File: src/tlcq_pkg.sv
// Shared types and codes for the timed LED command queue.
`default_nettype none

package tlcq_pkg;

    // Bounds on the single-key position of a command
    localparam int KEY_ROWS = 8;
    localparam int KEY_COLS = 32;

    // Operation codes of an input beat
    localparam logic [2:0] OP_START   = 3'd0;
    localparam logic [2:0] OP_ENQUEUE = 3'd1;
    localparam logic [2:0] OP_CANCEL  = 3'd2;
    localparam logic [2:0] OP_TICK    = 3'd3;
    localparam logic [2:0] OP_STOP    = 3'd4;
    localparam logic [2:0] OP_DRAIN   = 3'd5;
    localparam logic [2:0] OP_ERROR   = 3'd6;

    // Status codes of a result beat
    localparam logic [1:0] ST_OK      = 2'd0;
    localparam logic [1:0] ST_FULL    = 2'd1;
    localparam logic [1:0] ST_IGNORED = 2'd2;

    // Playback run states
    localparam logic [1:0] RUN_IDLE    = 2'd0;
    localparam logic [1:0] RUN_ACTIVE  = 2'd1;
    localparam logic [1:0] RUN_STOPPED = 2'd2;

    // Id given to a command enqueued into an empty queue
    localparam logic [15:0] INITIAL_TAG = 16'd1;

    typedef enum logic [1:0] {
        ALU_INC,
        ALU_DEC,
        ALU_EQ
    } alu_op_t;

    typedef struct packed {
        logic [23:0] color;
        logic        kind;
        logic [2:0]  row;
        logic [4:0]  col;
        logic [31:0] hold;
        logic [15:0] tag;
    } entry_t;

    typedef struct packed {
        logic [2:0]  operation;
        logic        instr_kind;
        logic [2:0]  key_row;
        logic [4:0]  key_column;
        logic [23:0] color;
        logic [31:0] duration_us;
        logic [15:0] cancel_id;
        logic [3:0]  error_code;
    } item_t;

    typedef struct packed {
        logic [1:0]  status;
        logic [15:0] assigned_id;
        logic        emit_valid;
        logic        emit_kind;
        logic [2:0]  emit_row;
        logic [4:0]  emit_column;
        logic [23:0] emit_color;
    } result_t;

endpackage

`default_nettype wire

File: src/tlcq_alu.sv
// Shared 32-bit adder used for id increment, hold countdown and tag compare.
`default_nettype none

module tlcq_alu
(
    input  tlcq_pkg::alu_op_t op,
    input  logic [31:0]       a,
    input  logic [31:0]       b,
    output logic [31:0]       sum,
    output logic              zero
);

    logic [31:0] addend;
    logic        carry_in;

    always_comb
    begin
        case (op)
            tlcq_pkg::ALU_INC:
            begin
                addend   = '0;
                carry_in = 1'b1;
            end
            tlcq_pkg::ALU_DEC:
            begin
                addend   = '1;
                carry_in = 1'b0;
            end
            tlcq_pkg::ALU_EQ:
            begin
                // a - b: zero result means equal
                addend   = ~b;
                carry_in = 1'b1;
            end
            default:
            begin
                addend   = '0;
                carry_in = 1'b0;
            end
        endcase
    end

    assign sum  = a + addend + {31'd0, carry_in};
    assign zero = (sum == '0);

endmodule

`default_nettype wire

File: src/tlcq_store.sv
// Entry memory of the command queue: one write port, one registered read port.
`default_nettype none

module tlcq_store
#(
    parameter int DEPTH = 16,
    parameter int AW    = $clog2(DEPTH)
)
(
    input  logic                  clk,
    input  logic                  we,
    input  logic [AW-1:0]         waddr,
    input  tlcq_pkg::entry_t      wdata,
    input  logic [AW-1:0]         raddr,
    output tlcq_pkg::entry_t      rdata
);

    tlcq_pkg::entry_t mem [DEPTH];

    always_ff @(posedge clk)
    begin
        if (we)
        begin
            mem[waddr] <= wdata;
        end
        rdata <= mem[raddr];
    end

endmodule

`default_nettype wire

File: src/timed_led_command_queue_unit.sv
// Top level of the timed LED command queue: sequencer, ring pointers and result register.
`default_nettype none

// Each input beat is one operation on a queue of up to QUEUE_DEPTH LED commands kept in a
// circular entry memory; every beat yields exactly one result beat. The block takes one beat
// at a time and holds in_stall high until its result is in the output register, which can
// still be waiting while the next beat is taken. Cost per beat comes from the single read
// port of the entry memory: an enqueue into a non-empty queue reads the tail's tag before it
// writes, and cancel walks the queue one entry at a time, a read and then a compare, to find
// the id and then moves each later entry up one place with a read and then a write. Removing
// the playing head is a pointer step and moves no data. Head playback (the emit fields) is
// evaluated at the end of every operation.
module timed_led_command_queue_unit
#(
    parameter int QUEUE_DEPTH = 16
)
(
    input  logic        clk,
    input  logic        rst_n,

    input  logic        in_valid,
    output logic        in_stall,
    input  logic [2:0]  operation,
    input  logic        instr_kind,
    input  logic [2:0]  key_row,
    input  logic [4:0]  key_column,
    input  logic [7:0]  red,
    input  logic [7:0]  green,
    input  logic [7:0]  blue,
    input  logic [31:0] duration_us,
    input  logic [15:0] cancel_id,
    input  logic [3:0]  error_code,

    output logic        out_valid,
    input  logic        out_stall,
    output logic [1:0]  status,
    output logic [15:0] assigned_id,
    output logic        emit_valid,
    output logic        emit_kind,
    output logic [2:0]  emit_row,
    output logic [4:0]  emit_column,
    output logic [7:0]  emit_red,
    output logic [7:0]  emit_green,
    output logic [7:0]  emit_blue,
    output logic [1:0]  run_state,
    output logic [3:0]  latched_error
);

    localparam int IW = $clog2(QUEUE_DEPTH);
    localparam int CW = $clog2(QUEUE_DEPTH + 1);
    localparam logic [CW-1:0] DEPTH_C = CW'(QUEUE_DEPTH);
    localparam logic [IW:0]   DEPTH_W = (IW + 1)'(QUEUE_DEPTH);

    typedef enum logic [3:0] {
        S_IDLE,
        S_EXEC,
        S_ENQ_RD,
        S_ENQ_WR,
        S_CAN_RD,
        S_CAN_CMP,
        S_SH_RD,
        S_SH_WR,
        S_ADV,
        S_ADV_LD,
        S_DONE
    } state_t;

    state_t               state_reg, state_next;
    tlcq_pkg::item_t      item_reg, item_next;
    tlcq_pkg::result_t    res_reg, res_next;
    tlcq_pkg::result_t    out_res_reg, out_res_next;
    logic                 out_valid_reg, out_valid_next;
    logic [1:0]           out_run_reg, out_run_next;
    logic [3:0]           out_err_reg, out_err_next;

    logic [CW-1:0]        count_reg, count_next;
    logic [IW-1:0]        head_reg, head_next;
    logic [CW-1:0]        cur_reg, cur_next;
    logic [31:0]          hold_left_reg, hold_left_next;
    logic                 playing_reg, playing_next;
    logic [1:0]           run_reg, run_next;
    logic                 stop_reg, stop_next;
    logic                 drain_reg, drain_next;
    logic [3:0]           err_reg, err_next;

    // Memory and shared unit hookup
    logic [CW-1:0]        lidx;
    logic [IW:0]          phys_sum;
    logic [IW-1:0]        phys;
    logic                 mem_we;
    tlcq_pkg::entry_t     mem_wdata;
    tlcq_pkg::entry_t     mem_rdata;
    tlcq_pkg::alu_op_t    alu_op;
    logic [31:0]          alu_a;
    logic [31:0]          alu_b;
    logic [31:0]          alu_sum;
    logic                 alu_zero;

    logic [CW:0]          cur_inc;
    logic [CW:0]          cur_inc2;
    logic [IW-1:0]        head_inc;
    logic [31:0]          hold_dec;
    logic [15:0]          new_id;
    logic                 key_out_of_range;

    tlcq_store
    #(
        .DEPTH (QUEUE_DEPTH),
        .AW    (IW)
    )
    u_store
    (
        .clk   (clk),
        .we    (mem_we),
        .waddr (phys),
        .wdata (mem_wdata),
        .raddr (phys),
        .rdata (mem_rdata)
    );

    tlcq_alu u_alu
    (
        .op   (alu_op),
        .a    (alu_a),
        .b    (alu_b),
        .sum  (alu_sum),
        .zero (alu_zero)
    );

    // Logical queue position to ring slot
    always_comb
    begin
        phys_sum = {1'b0, head_reg} + {1'b0, lidx[IW-1:0]};
        if (phys_sum >= DEPTH_W)
        begin
            phys = IW'(phys_sum - DEPTH_W);
        end
        else
        begin
            phys = phys_sum[IW-1:0];
        end
    end

    assign cur_inc  = {1'b0, cur_reg} + (CW + 1)'(1);
    assign cur_inc2 = {1'b0, cur_reg} + (CW + 1)'(2);
    assign head_inc = ({1'b0, head_reg} == DEPTH_W - (IW + 1)'(1)) ? '0 : head_reg + IW'(1);
    assign hold_dec = (hold_left_reg != '0) ? alu_sum : '0;
    assign new_id   = (count_reg == '0) ? tlcq_pkg::INITIAL_TAG : alu_sum[15:0];
    assign key_out_of_range = (int'(item_reg.key_row) >= tlcq_pkg::KEY_ROWS) ||
                              (int'(item_reg.key_column) >= tlcq_pkg::KEY_COLS);

    always_comb
    begin
        state_next     = state_reg;
        item_next      = item_reg;
        res_next       = res_reg;
        out_res_next   = out_res_reg;
        out_valid_next = out_valid_reg;
        out_run_next   = out_run_reg;
        out_err_next   = out_err_reg;
        count_next     = count_reg;
        head_next      = head_reg;
        cur_next       = cur_reg;
        hold_left_next = hold_left_reg;
        playing_next   = playing_reg;
        run_next       = run_reg;
        stop_next      = stop_reg;
        drain_next     = drain_reg;
        err_next       = err_reg;

        lidx      = cur_reg;
        mem_we    = 1'b0;
        mem_wdata = mem_rdata;
        alu_op    = tlcq_pkg::ALU_INC;
        alu_a     = '0;
        alu_b     = '0;

        if (out_valid_reg && !out_stall)
        begin
            out_valid_next = 1'b0;
        end

        case (state_reg)
            S_IDLE:
            begin
                if (in_valid)
                begin
                    item_next.operation   = operation;
                    item_next.instr_kind  = instr_kind;
                    item_next.key_row     = key_row;
                    item_next.key_column  = key_column;
                    item_next.color       = {red, green, blue};
                    item_next.duration_us = duration_us;
                    item_next.cancel_id   = cancel_id;
                    item_next.error_code  = error_code;
                    res_next              = '0;
                    state_next            = S_EXEC;
                end
            end

            S_EXEC:
            begin
                state_next = S_ADV;
                alu_op     = tlcq_pkg::ALU_DEC;
                alu_a      = hold_left_reg;
                case (item_reg.operation)
                    tlcq_pkg::OP_START:
                    begin
                        if (run_reg == tlcq_pkg::RUN_IDLE)
                        begin
                            run_next = tlcq_pkg::RUN_ACTIVE;
                        end
                        else
                        begin
                            res_next.status = tlcq_pkg::ST_IGNORED;
                        end
                    end
                    tlcq_pkg::OP_ENQUEUE:
                    begin
                        if (count_reg == DEPTH_C)
                        begin
                            res_next.status = tlcq_pkg::ST_FULL;
                        end
                        else if (item_reg.instr_kind && key_out_of_range)
                        begin
                            res_next.status = tlcq_pkg::ST_IGNORED;
                        end
                        else if (count_reg != '0)
                        begin
                            state_next = S_ENQ_RD;
                        end
                        else
                        begin
                            state_next = S_ENQ_WR;
                        end
                    end
                    tlcq_pkg::OP_CANCEL:
                    begin
                        // The playing head is never a candidate
                        cur_next = CW'(playing_reg);
                        if (CW'(playing_reg) >= count_reg)
                        begin
                            res_next.status = tlcq_pkg::ST_IGNORED;
                        end
                        else
                        begin
                            state_next = S_CAN_RD;
                        end
                    end
                    tlcq_pkg::OP_TICK:
                    begin
                        if (run_reg == tlcq_pkg::RUN_ACTIVE && playing_reg)
                        begin
                            hold_left_next = hold_dec;
                            if (hold_dec == '0)
                            begin
                                // Drop the finished head
                                head_next    = head_inc;
                                count_next   = count_reg - CW'(1);
                                playing_next = 1'b0;
                            end
                        end
                    end
                    tlcq_pkg::OP_STOP:
                    begin
                        if (run_reg == tlcq_pkg::RUN_STOPPED)
                        begin
                            res_next.status = tlcq_pkg::ST_IGNORED;
                        end
                        else
                        begin
                            stop_next = 1'b1;
                        end
                    end
                    tlcq_pkg::OP_DRAIN:
                    begin
                        if (run_reg == tlcq_pkg::RUN_STOPPED)
                        begin
                            res_next.status = tlcq_pkg::ST_IGNORED;
                        end
                        else
                        begin
                            drain_next = 1'b1;
                        end
                    end
                    tlcq_pkg::OP_ERROR:
                    begin
                        if (item_reg.error_code == '0)
                        begin
                            res_next.status = tlcq_pkg::ST_IGNORED;
                        end
                        else
                        begin
                            if (err_reg == '0)
                            begin
                                err_next = item_reg.error_code;
                            end
                            if (run_reg == tlcq_pkg::RUN_ACTIVE)
                            begin
                                run_next     = tlcq_pkg::RUN_STOPPED;
                                playing_next = 1'b0;
                            end
                        end
                    end
                    default:
                    begin
                        res_next.status = tlcq_pkg::ST_IGNORED;
                    end
                endcase
            end

            S_ENQ_RD:
            begin
                // Fetch the tail's tag
                lidx       = count_reg - CW'(1);
                state_next = S_ENQ_WR;
            end

            S_ENQ_WR:
            begin
                lidx            = count_reg;
                alu_op          = tlcq_pkg::ALU_INC;
                alu_a           = {16'd0, mem_rdata.tag};
                mem_we          = 1'b1;
                mem_wdata.color = item_reg.color;
                mem_wdata.kind  = item_reg.instr_kind;
                mem_wdata.row   = item_reg.instr_kind ? item_reg.key_row : '0;
                mem_wdata.col   = item_reg.instr_kind ? item_reg.key_column : '0;
                mem_wdata.hold  = item_reg.duration_us;
                mem_wdata.tag   = new_id;
                count_next      = count_reg + CW'(1);
                res_next.assigned_id = new_id;
                state_next      = S_ADV;
            end

            S_CAN_RD:
            begin
                lidx       = cur_reg;
                state_next = S_CAN_CMP;
            end

            S_CAN_CMP:
            begin
                alu_op = tlcq_pkg::ALU_EQ;
                alu_a  = {16'd0, mem_rdata.tag};
                alu_b  = {16'd0, item_reg.cancel_id};
                if (alu_zero)
                begin
                    if (cur_inc < {1'b0, count_reg})
                    begin
                        state_next = S_SH_RD;
                    end
                    else
                    begin
                        count_next = count_reg - CW'(1);
                        state_next = S_ADV;
                    end
                end
                else
                begin
                    cur_next = cur_inc[CW-1:0];
                    if (cur_inc < {1'b0, count_reg})
                    begin
                        state_next = S_CAN_RD;
                    end
                    else
                    begin
                        res_next.status = tlcq_pkg::ST_IGNORED;
                        state_next      = S_ADV;
                    end
                end
            end

            S_SH_RD:
            begin
                lidx       = cur_inc[CW-1:0];
                state_next = S_SH_WR;
            end

            S_SH_WR:
            begin
                // Move the next entry up one place to close the gap
                lidx      = cur_reg;
                mem_we    = 1'b1;
                mem_wdata = mem_rdata;
                cur_next  = cur_inc[CW-1:0];
                if (cur_inc2 < {1'b0, count_reg})
                begin
                    state_next = S_SH_RD;
                end
                else
                begin
                    count_next = count_reg - CW'(1);
                    state_next = S_ADV;
                end
            end

            S_ADV:
            begin
                lidx       = '0;
                state_next = S_DONE;
                if (run_reg == tlcq_pkg::RUN_ACTIVE && !playing_reg)
                begin
                    if (stop_reg)
                    begin
                        run_next = tlcq_pkg::RUN_STOPPED;
                    end
                    else if (count_reg == '0)
                    begin
                        if (drain_reg)
                        begin
                            run_next = tlcq_pkg::RUN_STOPPED;
                        end
                    end
                    else
                    begin
                        state_next = S_ADV_LD;
                    end
                end
            end

            S_ADV_LD:
            begin
                res_next.emit_valid  = 1'b1;
                res_next.emit_kind   = mem_rdata.kind;
                res_next.emit_row    = mem_rdata.row;
                res_next.emit_column = mem_rdata.col;
                res_next.emit_color  = mem_rdata.color;
                hold_left_next       = mem_rdata.hold;
                playing_next         = 1'b1;
                state_next           = S_DONE;
            end

            S_DONE:
            begin
                if (!out_valid_reg || !out_stall)
                begin
                    out_res_next   = res_reg;
                    out_run_next   = run_reg;
                    out_err_next   = err_reg;
                    out_valid_next = 1'b1;
                    state_next     = S_IDLE;
                end
            end

            default:
            begin
                state_next = S_IDLE;
            end
        endcase
    end

    always_ff @(posedge clk or negedge rst_n)
    begin
        if (!rst_n)
        begin
            state_reg     <= S_IDLE;
            item_reg      <= '0;
            res_reg       <= '0;
            out_res_reg   <= '0;
            out_valid_reg <= 1'b0;
            out_run_reg   <= tlcq_pkg::RUN_IDLE;
            out_err_reg   <= '0;
            count_reg     <= '0;
            head_reg      <= '0;
            cur_reg       <= '0;
            hold_left_reg <= '0;
            playing_reg   <= 1'b0;
            run_reg       <= tlcq_pkg::RUN_IDLE;
            stop_reg      <= 1'b0;
            drain_reg     <= 1'b0;
            err_reg       <= '0;
        end
        else
        begin
            state_reg     <= state_next;
            item_reg      <= item_next;
            res_reg       <= res_next;
            out_res_reg   <= out_res_next;
            out_valid_reg <= out_valid_next;
            out_run_reg   <= out_run_next;
            out_err_reg   <= out_err_next;
            count_reg     <= count_next;
            head_reg      <= head_next;
            cur_reg       <= cur_next;
            hold_left_reg <= hold_left_next;
            playing_reg   <= playing_next;
            run_reg       <= run_next;
            stop_reg      <= stop_next;
            drain_reg     <= drain_next;
            err_reg       <= err_next;
        end
    end

    assign in_stall      = (state_reg != S_IDLE);
    assign out_valid     = out_valid_reg;
    assign status        = out_res_reg.status;
    assign assigned_id   = out_res_reg.assigned_id;
    assign emit_valid    = out_res_reg.emit_valid;
    assign emit_kind     = out_res_reg.emit_kind;
    assign emit_row      = out_res_reg.emit_row;
    assign emit_column   = out_res_reg.emit_column;
    assign emit_red      = out_res_reg.emit_color[23:16];
    assign emit_green    = out_res_reg.emit_color[15:8];
    assign emit_blue     = out_res_reg.emit_color[7:0];
    assign run_state     = out_run_reg;
    assign latched_error = out_err_reg;

`ifndef SYNTHESIS
    a_count_bound: assert property (@(posedge clk) disable iff (!rst_n)
        count_reg <= DEPTH_C)
        else $error("queue count beyond depth");

    a_playing_has_head: assert property (@(posedge clk) disable iff (!rst_n)
        playing_reg |-> (count_reg != '0))
        else $error("head playing with empty queue");

    a_playing_active: assert property (@(posedge clk) disable iff (!rst_n)
        playing_reg |-> (run_reg == tlcq_pkg::RUN_ACTIVE))
        else $error("head playing while not active");

    a_emit_active: assert property (@(posedge clk) disable iff (!rst_n)
        (out_valid && emit_valid) |-> (run_state == tlcq_pkg::RUN_ACTIVE))
        else $error("command emitted outside active run");

    a_full_no_id: assert property (@(posedge clk) disable iff (!rst_n)
        (out_valid && status == tlcq_pkg::ST_FULL) |-> (assigned_id == '0))
        else $error("id given on full queue");
`endif

endmodule

`default_nettype wire

File: config.mk
export PLATFORM = sky130hd
export DESIGN_NAME = timed_led_command_queue_unit
export DESIGN_NICKNAME = d
export VERILOG_FILES = /design/src/tlcq_pkg.sv /design/src/tlcq_alu.sv /design/src/tlcq_store.sv /design/src/timed_led_command_queue_unit.sv
export SDC_FILE = /design/constraint.sdc
export NUM_CORES = 2
export LEC_CHECK = 0
export ABC_AREA = 1
export BUFFER_PORTS_ARGS = -buffer_cell sky130_fd_sc_hd__buf_4
export CAP_MARGIN = 25
export CORE_AREA = 5 5 436 438
export DETAILED_ROUTE_END_ITERATION = 8
export DIE_AREA = 0 0 441 443
export GPL_TIMING_DRIVEN = 1
export HOLD_SLACK_MARGIN = 0.12
export PLACE_DENSITY = 0.58
export SLEW_MARGIN = 0
export SYNTH_ARGS = -nofsm -noshare
export SYNTH_HDL_FRONTEND = slang
export SYNTH_SLANG_ARGS = --single-unit
File: constraint.sdc
create_clock -name clk -period 7.2 [get_ports clk]
set_clock_uncertainty 0.1 [all_clocks]
set_input_delay 1.44 -clock clk [delete_from_list [all_inputs] [get_ports clk]]
set_output_delay 1.44 -clock clk [all_outputs]
set_load 0.03 [all_outputs]
[Yosys cells after proc, flatten, opt, wreduce, memory -nomap -nowiden]
Memory sizes are Yosys's and may differ from the RTL's. A register that Yosys moved wholly into a read port is not among the register bits.
Index checks and enable logic that the tools add are counted.
Storage, ports and cells
  register bits after elaboration: 258
  RAM bits: 1296
  input port bits: 92
  output and inout port bits: 60
  logic and storage cells: 218
  memories kept: 1
Memory list
  u_store.mem: depth 16, width 81, rd ports 1, clocked after Yosys merged registers in 1, write ports 1, line tlcq_store.sv:18  | tlcq_pkg::entry_t mem [DEPTH];
Cells by class
  $add $sub $neg: 9
  magnitude comparators: 4
  eq/ne operators: 48
  mux-type cells: 73
  bitwise operators: 3
  reduce and logical (&&, ||, !) cells: 45
Operators with widths (number)
  one-hot mux 32 bit (2 select lines): 3
  two-way mux 32 bit: 3
  two-way mux 81 bit: 1
  one-hot mux 34 bit (2 select lines): 1
  zero test 32 bit: 2
  two-way mux 52 bit: 1
  two-way mux 5 bit: 9
  one-hot mux 4 bit (11 select lines): 1
  two-way mux 4 bit: 10
  != test 3 bit (second input constant): 12
  two-way mux 2 bit: 17
  adder 32 x 1 -> 32 bit: 1
  adder 32 bit: 1
  two-way mux 16 bit: 2
  NOT 16 -> 32 bit: 1
  one-hot mux 16 bit (2 select lines): 1
  nonzero test 32 bit: 1
  != test 2 bit (second input constant): 10
  one-hot mux 5 bit (4 select lines): 1
  equality test 4 x 3 -> 1 bit (second input constant): 4
  equality test 4 bit (second input constant): 4
  one-hot mux 4 bit (4 select lines): 1
  one-hot mux 5 bit (3 select lines): 1
  zero test 4 bit: 3
  46 further kinds: 91

[Depth between registers and ports, before layout]
  word-level depth: 12
  gate-level depth with buffers: 32
  mapped depth without buffers: 31

[Modules after synthesis]
A second synthesis with hierarchy kept.
Unflattened totals
  cells, all modules: 7607
  area total of the unflattened synthesis: 73102.6 µm²
By module, submodules not included
  tlcq_store: times used 1, cells an instance 5319, area an instance 57342.5 µm², seq. area each 40538.9 µm²
  timed_led_command_queue_unit: times used 1, cells an instance 1595, area an instance 12624.6 µm², seq. area each 6456.2 µm²
  tlcq_alu: times used 1, cells an instance 693, area an instance 3135.5 µm², seq. area each 0.0 µm²

[Worst setup path after synthesis]
OpenSTA, ideal clock, no wires.
  path type: flip-flop to flip-flop
  from: register state_reg[3]
  to: memory u_store.mem[3][0] in the netlist's numbering (enable)
  library setup time: 521 ps
  data arrival time: 6663 ps
  data required time: 6579 ps
  path slack: -84 ps
  cell stages (with the launch flop): 18
  cells stage by stage: dfrtp_1 nor2_2 inv_2 nor2_4 nand2_2 inv_2 clkbuf_1 a211oi_1 a21oi_1 ha_1 inv_1 fa_1 clkbuf_1 nor2_1 clkbuf_1 clkbuf_1 nand2_1 nor2_1
Between the ends
  word-level cells in the longest chain between the ends: 5
  elaborated cells on any way between the ends: 14
  those cells by class: add/sub (2); order compare (1); eq/ne (5); mux (5); reduce/logical (1)
RTL lines
  start: declaration: line timed_led_command_queue_unit.sv:68  | state_t state_reg, state_next;
  start signal: assignment: line timed_led_command_queue_unit.sv:476  | state_reg <= state_next;
  equality test 4 bit, or another cell as far along: line timed_led_command_queue_unit.sv:183  | case (state_reg)
  one-hot mux 4 bit (4 select lines) or OR reduction 2 bit (tied branches)
  adder 4 x 4 -> 5 bit or two-way mux 1 bit (tied branches): line timed_led_command_queue_unit.sv:133, timed_led_command_queue_unit.sv:183
  subtractor 4 x 1 -> 4 bit, or another cell as far along: line timed_led_command_queue_unit.sv:136  | phys = IW'(phys_sum - DEPTH_W);
  two-way mux 4 bit or two-way mux 1 bit (tied branches): line timed_led_command_queue_unit.sv:134, tlcq_store.sv:24
  end: declaration: line tlcq_store.sv:18
Several ways; a longest one is shown, not always the timed one.

[Final worst setup path]
  from: register state_reg[2]
  to: register u_store.rdata[2] (netlist name)
Between the ends
  word-level cells in the longest chain between the ends: 5
  elaborated cells on any way between the ends: 9
  those cells by class: add/sub (2); order compare (1); eq/ne (4); mux (2)
RTL lines
  equality test 4 bit, or another cell as far along: line timed_led_command_queue_unit.sv:183
  one-hot mux 4 bit (4 select lines) *: line timed_led_command_queue_unit.sv:183
  adder 4 x 4 -> 5 bit *: line timed_led_command_queue_unit.sv:133  | phys_sum = {1'b0, head_reg} + {1'b0, lidx[IW-1:0]};
  subtractor 4 x 1 -> 4 bit or greater-or-equal comparator 5 bit (tied branches): line timed_led_command_queue_unit.sv:136, timed_led_command_queue_unit.sv:134
  two-way mux 4 bit *: line timed_led_command_queue_unit.sv:134  | if (phys_sum >= DEPTH_W)
Mark *: on every way between the ends. The rest lies on a longest branch, timed or not.
A chain may end at the register's enable or synchronous reset.

==> out/results.ini <==
[worst_setup_path]
cp_common_cell = inv_1
critPathLaunchType = flop
cp.required_ns = 7.84
path_cells = inv_2 > nand2_4 > nand4_1 > inv_1 > a211oi_1 > a21oi_1 > ha_1 > inv_1 > fa_1 > xor2_1 > inv_1 > nor2_4 > buf_4 > buf_4 > nand2_1 > nand3_1
cpMaxStageDelayCell = buf_4
crit_fanout = 48
critPathBufInv = 6
critPathCaptureType = flop
crit_type = flop to flop
crit_path_max_incr_delay_ns = 0.78
crit_family = buffers and inverters
cp.arrival_ns = 6.18

[synth]
async_flop_share = 0.158
synth_area_mm2 = 0.0644
synth_nets = 5308
synth_common_cells = edfxtp_1, nand2_1, a22oi_1, inv_1, o21ai_0
synth_cell_types = 47
synth_edf_count = 1296
synth.most_common_cell = edfxtp_1
ys_ff_latch = 1635
ys.flop_type = edfxtp_1
syn-mean-instance-area_um2 = 12.5
syn-instance-count = 5166
yosysTopAreaCellShare = 0.604
ys.warnings.count = 0
synth_area_leaders = edfxtp_1, dfrtp_1, nand2_1
yosysSeqAreaShare = 0.729
yosys.area.top_type = edfxtp_1

[drt]
wl_per_cell_um = 22.6
routed-via-count = 41600
ant_nets = 0
via_per_inst = 5.20
first_pass_iters = 5
drcViolationCount = 0
dr.first_iter.drc_count = 4071
wl_um = 181000

[placed_design]
placed_cells = 7693
place_area_mm2 = 0.0692
place_ws_ns = 1.75
place.gp.congestion = 0.935
portBuffers = 151
dp_hpwl_um = 101000

[status]
status = completed

[floorplan]
core_area_mm2 = 0.186
die_area_mm2 = 0.195
die_w_um = 441
initial_core_util = 0.346
ios = 152
num_rows = 159
die_h_um = 443

[timing]
final.setup.worst_slack_ns = 1.66
worst_pin_slew_ns = 1.11
setup-violations-final = 0
maxSlewHeadroom = 0.257
fmaxAchievable_ghz = 0.180
min_period_ns = 5.54
grt_setup_unrepaired = false
drv_slew = 0
hold_viol_final = 0
hold_ws_ns = 0.373
finalCritPeriodShare = 0.770

[power_and_ir_drop]
power_density_mw_per_mm2 = 494
ir_drop_mv = 1.03
p_leak_nw = 27.7

[run]
drv_cap = 0

[final_layout]
final_nets = 5512
area_delta_synth_final_pct = 15.9
post-route-cell-area_mm2 = 0.0747
largest_reg_flops = 1296
drive_gt1_frac = 0.108
fin_cells = 8010
n_fill_cell = 17500

[global_routing]
overflow = 0
grt_usage = 0.182
grt_pass1_vias = 40900
grt_pass1_wl_um = 268000
grt_max_degree = 190
antenna_found_initial = 6

[clock_network]
post_cts_buffers = 0
cts_resized = 0
clockBufferDepth = 3
cts_tree = done
htreeDepth = 4
clk_pin_slew_ns = 0.06
cts_root_buffer = clkbuf_16
clock_sinks = 1635
cts_made_buffers = 165
clk_latency_ns = 0.82
holdBufCountCts = 0

[min_path]
hold_path_class = flop to flop

## layout by cell type (no fill, tap or decap), types with 27 or more instances in the layout
cell       Yosys  final
a22oi_1      543    543
nand3_1      265    265
buf_12         0     27
o21ai_0      282    277
inv_1        382    382
o22ai_1       41     41
ha_1          47     47
buf_4          1    259
nor2_1       172    152
nand2_1     1171   1170
clkbuf_1     204     52
dfrtp_1      258    258
edfxtp_1    1296   1296
a21oi_1      197    197
dfxtp_1       81     81
clkbuf_16      0    165
## cell type report
cell class	instances	area, um^2	share of cell area
inverter	397	1510	0.0202
antenna	1	2.50	0.0000335
timing repair buffer	288	2500	0.0335
clock inverter	77	857	0.0115
clock buffer	234	4560	0.0610
tap	2495	3120	0.0418
sequential	1635	47000	0.629
multi-input combinational	2883	15100	0.203
## final timing paths
kind                                                start                    endpoint  slack (ns)  cells past startpoint
worst max-delay path             state_reg[2]$_DFFE_PN0P_    u_store.rdata[2]$_DFF_P_        1.66                     16
worst min-delay path            u_store.rdata[66]$_DFF_P_      res_reg[9]$_DFFE_PN0P_        0.37                      2
worst max register to register   state_reg[2]$_DFFE_PN0P_    u_store.rdata[2]$_DFF_P_        1.66                     16
worst min register to register  u_store.rdata[66]$_DFF_P_      res_reg[9]$_DFFE_PN0P_        0.37                      2
max in group asynchronous                           rst_n    emit_blue[7]$_DFFE_PN0P_        4.91                      2
min in group asynchronous                           rst_n  assigned_id[8]$_DFFE_PN0P_        0.62                      1
## per-stage QoR
step / total power, mW / util / setup TNS (ns)
after floorplan: 23.0 / - / -46.50
after global placement: 28.3 / 0.372 / 0
after detailed placement: 28.5 / 0.372 / 0
after CTS: 37.0 / 0.401 / 0
after global routing: 39.1 / 0.401 / 0
final: 36.9 / 0.401 / 0
## worst min-delay path: cells and delay by family (launching register included)
family,cells,cell delay [ns]
compound gates,1,0.06
flops,1,0.32
simple gates,1,0.05
## kinds of logic after synthesis
logic type               after synthesis  synth area share
multiplexers                           3          0.000524
buffers and inverters                648            0.0388
AO/OA/AOI/OAI                       1129             0.112
AND/OR/NAND/NOR                     1677             0.106
XOR/XNOR                              24           0.00326
adder cells (fa/ha/maj)               50            0.0101
flip-flops                          1635             0.729
## report_power, final
group          internal (mW)  switching, mW  leakage (nW)
registers               12.8          0.671          15.8
logic                   4.24           10.7          9.35
clock network           4.83           3.66          2.63
## routing by layer
layer,global-route usage,vias to the layer above,wire length (um)
met4,0.0429,0,3810
met3,0.0288,239,11900
met1,0.251,20900,78700
met5,0,-,0
li1,-,19000,-
met2,0.301,1533,86700
Power figures use the tool's default switching activity.
